`config.mk`:
```
export PLATFORM = sky130hd
export DESIGN_NAME = bfiq_front
export DESIGN_NICKNAME = d
export VERILOG_FILES = /design/src/hdl/bloom_filter_insert_query_macros.svh /design/src/hdl/bfiq_pkg.sv /design/src/hdl/bfiq_front.sv
export SDC_FILE = /design/constraint.sdc
export NUM_CORES = 1
export LEC_CHECK = 0
export BUFFER_PORTS_ARGS = -buffer_cell sky130_fd_sc_hd__buf_4
export CAP_MARGIN = 40
export CORE_ASPECT_RATIO = 1.1
export CORE_MARGIN = 5
export CORE_UTILIZATION = 35
export DETAILED_ROUTE_END_ITERATION = 8
export PLACE_DENSITY_LB_ADDON = 0.05
export SYNTH_ARGS = -nofsm -noshare
export SYNTH_HDL_FRONTEND = slang
export SYNTH_SLANG_ARGS = --single-unit
```
`constraint.sdc`:
```
create_clock -name clk -period 11.5 [get_ports clk]
set_input_delay 1.15 -clock clk [delete_from_list [all_inputs] [get_ports clk]]
set_output_delay 1.15 -clock clk [all_outputs]
set_load 0.02 [all_outputs]
```
`src/hdl/bloom_filter_insert_query_macros.svh`:
```
// Assertion macros for the bloom filter RTL (used by bfiq_back)
`ifndef BLOOM_FILTER_INSERT_QUERY_MACROS_SVH
`define BLOOM_FILTER_INSERT_QUERY_MACROS_SVH

// Same-cycle implication, checked out of reset
`define BFIQ_ASSERT_NOW(lbl, ante, cons, msg) \
  lbl: assert property (@(posedge clk) disable iff (!rst_n) (ante) |-> (cons)) else $error(msg);

// Next-cycle implication, checked out of reset
`define BFIQ_ASSERT_NEXT(lbl, ante, cons, msg) \
  lbl: assert property (@(posedge clk) disable iff (!rst_n) (ante) |=> (cons)) else $error(msg);

`endif

```
`src/hdl/bfiq_pkg.sv`:
```
// Shared types and constants for the bloom filter engine
`default_nettype none
package bfiq_pkg;
  localparam int unsigned MAX_FILTER_BYTES = 4096;
  localparam int unsigned ADDR_W = $clog2(MAX_FILTER_BYTES);
  localparam int unsigned BITS_W = $clog2(MAX_FILTER_BYTES * 8) + 1;
  localparam int unsigned QDEPTH = 2;

  localparam logic [31:0] HASH_MUL  = 32'h0100_0193;
  localparam logic [31:0] PROBE_MUL = 32'hfba4_c795;

  localparam logic [1:0] OP_WRITE = 2'd0;
  localparam logic [1:0] OP_ADD   = 2'd1;
  localparam logic [1:0] OP_QUERY = 2'd2;
  localparam logic [1:0] OP_CLEAR = 2'd3;

  localparam logic [1:0] REG_TWEAK = 2'd0;
  localparam logic [1:0] REG_COUNT = 2'd1;
  localparam logic [1:0] REG_BYTES = 2'd2;
  localparam logic [1:0] REG_MALL  = 2'd3;

  typedef struct packed {
    logic [1:0]   opcode;
    logic [11:0]  byte_index;
    logic [7:0]   byte_value;
    logic [255:0] hash;
  } item_t;

  typedef struct packed {
    logic [31:0] hash_tweak;
    logic [7:0]  hash_count;
    logic [12:0] filter_bytes;
    logic        match_all;
  } cfg_t;
endpackage
`default_nettype wire

```
`src/hdl/bfiq_front.sv`:
```
// Input side: accepts transactions into a two-entry queue
`default_nettype none
module bfiq_front (
  input  wire logic           clk,
  input  wire logic           rst_n,
  input  wire logic           in_valid,
  output logic                in_ready,
  input  wire bfiq_pkg::item_t in_item,
  output logic                q_valid,
  output bfiq_pkg::item_t     q_item,
  input  wire logic           q_pop
);
  localparam int unsigned PW = $clog2(bfiq_pkg::QDEPTH);

  bfiq_pkg::item_t mem_r [bfiq_pkg::QDEPTH];
  logic [PW-1:0] wp_r, rp_r;
  logic [PW:0]   cnt_r;
  logic          push;

  assign in_ready = (cnt_r != (PW+1)'(bfiq_pkg::QDEPTH));
  assign push     = in_valid && in_ready;
  assign q_valid  = (cnt_r != '0);
  assign q_item   = mem_r[rp_r];

  always_ff @(posedge clk) begin
    if (push) begin
      mem_r[wp_r] <= in_item;
    end
  end

  always_ff @(posedge clk) begin
    if (!rst_n) begin
      wp_r  <= '0;
      rp_r  <= '0;
      cnt_r <= '0;
    end else begin
      if (push) wp_r <= wp_r + PW'(1);
      if (q_pop) rp_r <= rp_r + PW'(1);
      if (push && !q_pop) cnt_r <= cnt_r + (PW+1)'(1);
      else if (!push && q_pop) cnt_r <= cnt_r - (PW+1)'(1);
    end
  end
endmodule
`default_nettype wire

```
==> flow_summary_export.csv, run 1 <==
group,metric,value,unit
outcome,status,"finished, final reports clean",
layout,layout.nets,1782,
layout,final_cell_mix,"569 x buf_4, 556 x edfxtp_1, 201 x mux2_4, 77 x mux2_2, 63 x clkbuf_16",
sta,rsz0062_at_grt,"false",
global_routing,grt_max_degree,177,
cts,root_buffer,"clkbuf_16",
floorplan,die_width,244,um
hold_path,hold_depth,2,
cts,hold_buffers,0,
global_routing,grt_usage,0.162,
setup_path,cp.arrival,3.29,ns
floorplan,dieArea,65400,sq um
sta,finalMaxSlewViolations,0,
placed_design,dpl.hpwl,40.4,mm
pwr,ir_drop,0.105,mV
hold_path,holdCritPathClass,"flop to flop",
layout,area_delta_synth_final,33.3,%
setup_path,critPathTopFamily,"buffers and inverters",
setup_path,cp.depth,6,
yosys,yosysWarnings,0,
placed_design,gp_congestion,0.782,
flow_run,maxCapViolations,0,
cts,cts_buffer_depth,3,
yosys,ys_ff_latch,561,
cts,cts_made_buffers,61,
setup_path,cp_slowest_cell,"dfxtp_4",
pwr,power.density,190,nW/um^2
sta,setup_viol,0,
setup_path,crit_type,"flop to output pin",
floorplan,placementRows,94,
detailed_routing,wirelength,55.9,mm
global_routing,overflow,0,
sta,fin_hold_ws,0.518,ns
layout,seq_area,16800,sq um
detailed_routing,vias_per_cell,4.54,
setup_path,cp_common_cell,"buf_4",
detailed_routing,avgRoutedWirePerCell,24.1,um
sta,setup_slack,7.06,ns
sta,fin_skew,0.0153,ns
sta,fin_crit,4.44,ns
cts,path_clk_slew,0.05,ns
sta,hold_viol,0,
sta,period_share,0.386,
detailed_routing,drtIter0Drc,487,
sta,slew_headroom,0.0901,
cts,cts_sinks,561,
floorplan,top_level_ports,562,
setup_path,cp_slowest_stage_delay,0.68,ns
setup_path,cp_num_buf_inv,5,
setup_path,startpoint_type,"flop",
sta,worstMarginPinSlew,1.36,ns
cts,cts_setup_buffers,0,
yosys,syn_area,21100,sq um
cts,cts_max_level,2,
global_routing,grt_pass1_wl,77.1,mm
cts,insertion_delay,0.60,ns
layout,mostFrequentLayoutCell,"buf_4",
layout,drive_gt1_frac,0.608,
global_routing,grt_pass1_vias,11300,
yosys,syn_nets,1172,
detailed_routing,antenna_left,0,
detailed_routing,via_count,10500,
yosys,netlist_instances,889,
sta,finalSetupTns,0,ns
setup_path,required,10.35,ns
placed_design,port_buffers,561,
sta,fmax,225,MHz
cts,cts_tree,"built",
floorplan,initial_utilization,0.353,
setup_path,crit_chain,"buf_4 > buf_16 > buf_4 > buf_16 > mux2_4 > buf_4",
cts,post_cts_resized,0,
placed_design,place_ws,7.62,ns
floorplan,die_h,268,um
pwr,power.total,5.34,mW
detailed_routing,drc,0,
setup_path,rr_worst_depth,6,
yosys,postSynthAreaPerCell,23.8,sq um
layout,fillerInstances,5236,
detailed_routing,drtPass1Iterations,4,
yosys,synth_cell_types,20,
floorplan,core-area,59900,sq um
pwr,p_leak,10.8,nW
setup_path,crit_fanout,42,
layout,multiInputGateArea,4020,sq um
setup_path,critPathCaptureType,"output pin",
yosys,synth-seq-area-share,0.795,
global_routing,antenna_found_initial,21,
layout,utilization,0.471,
==> power by group <==
group,total (mW),switching [mW],internal (mW)
clock network,1.81,0.754,1.06
logic,0.988,0.527,0.462
registers,2.54,0.0565,2.49
==> metrics by stage <==
step,cell area [sq um],cells
6_report,28200,2320
5_1_grt,28200,2315
4_1_cts,28200,2313
3_5_place_dp,26300,2204
3_3_place_gp,26100,2196
2_1_floorplan,21100,889
==> tightest hold or removal path: stages (launching register included) <==
cell,delay (ns)
dfxtp_1,0.32
o21ai_0,0.07
a21boi_0,0.07
==> cells by family (layout without fill, tap and decap cells) <==
| family | Yosys count | in the layout | share of synthesized area |
|---|---|---|---|
| muxes | 278 | 278 | 0.184 |
| DFF | 561 | 561 | 0.795 |
| and+or+nand+nor | 9 | 9 | 0.00272 |
| AOI/OAI and AO/OA | 4 | 4 | 0.00142 |
| other | 0 | 7 | 0 |
| adders and majority gates | 1 | 1 | 0.000592 |
| buffers and inverters | 33 | 689 | 0.0154 |
| xor gates and xnor gates | 3 | 3 | 0.00124 |
==> layout make-up <==
type / instances / area share
inverters: 2 / 0.000533
flip-flops and latches: 561 / 0.596
multi-input cells: 295 / 0.143
repair buffers: 578 / 0.160
clock inverters: 31 / 0.00790
clock buffers: 78 / 0.0579
diodes: 7 / 0.000622
well taps: 768 / 0.0341
==> final timing paths <==
check,from,to,slack [ns]
setup reg to reg,cnt_r[0],mem_r[0][116],8.73
hold / removal,cnt_r[1],cnt_r[1],0.52
hold reg to reg,cnt_r[1],cnt_r[1],0.52
setup / recovery,flop,q_item[119],7.06
==> synth_stat cells (all sizes together) <==
library cell  instances  area (sq um)
and2                  4          25.0
xor2                  2          17.5
buf                  31           318
o21ai                 1          5.00
or3                   1          6.26
ha                    1          12.5
a21bo                 1          10.0
mux2                278          3880
nand3b                1          7.51
a21boi                2          15.0
xnor2                 1          8.76
or2                   1          6.26
edfxtp              556         16700
dfxtp                 5           100
inv                   2          7.51
and3                  1          6.26
nand2b                1          6.26
==> layer usage <==
metal / share of wire / GRT usage / routed length (um) / vias up
li1: - / - / - / 4788
met1: 0.34 / 0.170 / 19200 / 5244
met2: 0.51 / 0.283 / 28700 / 369
met3: 0.12 / 0.0877 / 6520 / 103
met4: 0.023 / 0.0436 / 1300 / 28
met5: 0.0035 / 0 / 195 / -
==> state kept, by name (all words and copies together), names as in the netlist, named ones only <==
register and count:
rp_r 1, wp_r 1, cnt_r 2, mem_r 556
(Power assumes the default switching activity.)
==> run 2, diff against run 1 <==
Clock period 11.5 ns to 4.02 ns, I/O delays scaled along.
==> flow_summary_export.csv, run 2 (same netlist as run 1, synthesis figures left out) <==
group,metric,value,unit
outcome,status,"finished, final reports clean",
sta,fin_hold_ws,0.123,ns
sta,finalMaxSlewViolations,0,
detailed_routing,antenna_left,0,
setup_path,crit_chain,"buf_4 > mux2_4 > buf_4",
hold_path,holdCritPathClass,"input pin to flop",
floorplan,core-area,59900,sq um
setup_path,r2r_setup_slack,1.89,ns
setup_path,worst_r2r_endpoint,"mem_r[1][110]",
layout,mostFrequentLayoutCell,"buf_4",
pwr,power.density,507,nW/um^2
cts,cts_tree,"built",
cts,root_buffer,"clkbuf_16",
cts,cts_made_buffers,59,
detailed_routing,wirelength,55.3,mm
setup_path,cp_num_buf_inv,2,
layout,area_delta_synth_final,46.7,%
hold_path,worstHoldStart,"in_valid",
pwr,ir_drop,0.406,mV
placed_design,dpl.hpwl,38.6,mm
pwr,power.total,15.7,mW
cts,cts_sinks,561,
global_routing,overflow,0,
layout,seq_area,16800,sq um
setup_path,cp.arrival,2.42,ns
layout,utilization,0.518,
layout,reg_top3,"mem_r: 556 flops, cnt_r: 2 flops",
setup_path,cp_common_cell,"buf_4",
cts,cts_buffer_depth,3,
layout,drive_gt1_frac,0.519,
detailed_routing,via_count,11500,
sta,slew_headroom,0.338,
sta,fin_skew,0.0120,ns
floorplan,top_level_ports,562,
layout,fillerInstances,4995,
detailed_routing,vias_per_cell,4.40,
cts,insertion_delay,0.60,ns
setup_path,rr_worst_depth,3,
global_routing,antenna_found_initial,7,
floorplan,placementRows,94,
hold_path,hold_depth,3,
global_routing,grt_pass1_vias,12400,
placed_design,dp_cells,2207,
sta,fmax,355,MHz
hold_path,min_to,"wp_r",
setup_path,cp_slowest_cell,"dfxtp_4",
sta,rsz0062_at_grt,"false",
setup_path,regToRegStartpoint,"cnt_r[0]",
setup_path,critPathCaptureType,"output pin",
sta,hold_viol,0,
flow_run,maxCapViolations,0,
setup_path,required,3.62,ns
layout,largest_reg_flops,556,
setup_path,crit_fanout,28,
detailed_routing,avgRoutedWirePerCell,21.3,um
setup_path,critPathTopFamily,"buffers and inverters",
pwr,p_leak,12.0,nW
global_routing,grt_pass1_wl,79.9,mm
placed_design,port_buffers,561,
floorplan,dieArea,65400,sq um
placed_design,gp_congestion,0.775,
layout,top_register,"mem_r",
detailed_routing,drtPass1Iterations,6,
sta,setup_viol,0,
global_routing,grt_usage,0.162,
layout,layout.nets,2062,
global_routing,grt_max_degree,140,
setup_path,crit_type,"flop to output pin",
detailed_routing,drtIter0Drc,449,
layout,final_cell_mix,"572 x buf_4, 556 x edfxtp_1, 279 x dlygate4sd3_1, 201 x mux2_4, 77 x mux2_2",
sta,period_share,0.701,
cts,cts_max_level,2,
sta,worstMarginPinSlew,0.994,ns
floorplan,die_width,244,um
sta,finalSetupTns,0,ns
floorplan,die_h,268,um
layout,layout.cells.non_filler,2600,
setup_path,startpoint_type,"flop",
floorplan,initial_utilization,0.353,
cts,path_clk_slew,0.06,ns
sta,fin_crit,2.82,ns
detailed_routing,drc,0,
setup_path,cp_slowest_stage_delay,0.69,ns
layout,multiInputGateArea,4020,sq um
==> run 2: through the flow <==
stage / setup slack, ns / area, sq um
floorplan: -1.19 / 21100
global placement: 1.78 / 26300
detailed placement: 1.78 / 26300
CTS: 1.10 / 31000
global route: 1.06 / 31000
finish: 1.20 / 31000
==> run 2: worst max path at each step <==
stage / startpoint / endpoint / slack [ns] / depth (start not counted)
2_1_floorplan: cnt_r[0] / mem_r[0][0] / -1.19 / 3
3_3_place_gp: flop / q_item[203] / 1.78 / 3
3_5_place_dp: flop / q_item[203] / 1.78 / 3
4_1_cts: flop / q_item[203] / 1.10 / 3
5_1_grt: flop / q_item[39] / 1.06 / 3
6_report: flop / q_item[117] / 1.20 / 3
==> run 2: power breakdown <==
part	switching, mW	internal [mW]	leakage (nW)	total, mW
Combinational	1.59	1.48	5.85	3.08
Sequential	0.136	7.11	5.23	7.25
Clock	2.17	3.24	0.934	5.41
==> run 2: final cells by class <==
cell class | count | area share
sequential | 561 | 0.542
timing repair buffer | 860 | 0.234
multi-input combinational | 295 | 0.130
clock buffer | 85 | 0.0537
tap | 768 | 0.0310
clock inverter | 23 | 0.00851
antenna | 6 | 0.000484
inverter | 2 | 0.000363
==> run 2: tightest hold or removal path, delay by kind of cell <==
family | cells | cell delay (ns)
AO/OA/AOI/OAI | 2 | 0.16
buffers and inverters | 1 | 0.10
==> run 2: per-layer routing <==
metal	GRT usage	vias to the layer above	part of all wire
li1	-	5338	-
met1	0.197	5666	0.39
met2	0.276	358	0.50
met3	0.0567	84	0.080
met4	0.0430	4	0.024
met5	0	-	0.00045
==> run 2: timing repair <==
item                      in CTS  in global routing
gates resized for setup        0                  0
hold buffers                 279                  0
buffers inserted               0                  0
hold endpoints to repair     558                  0
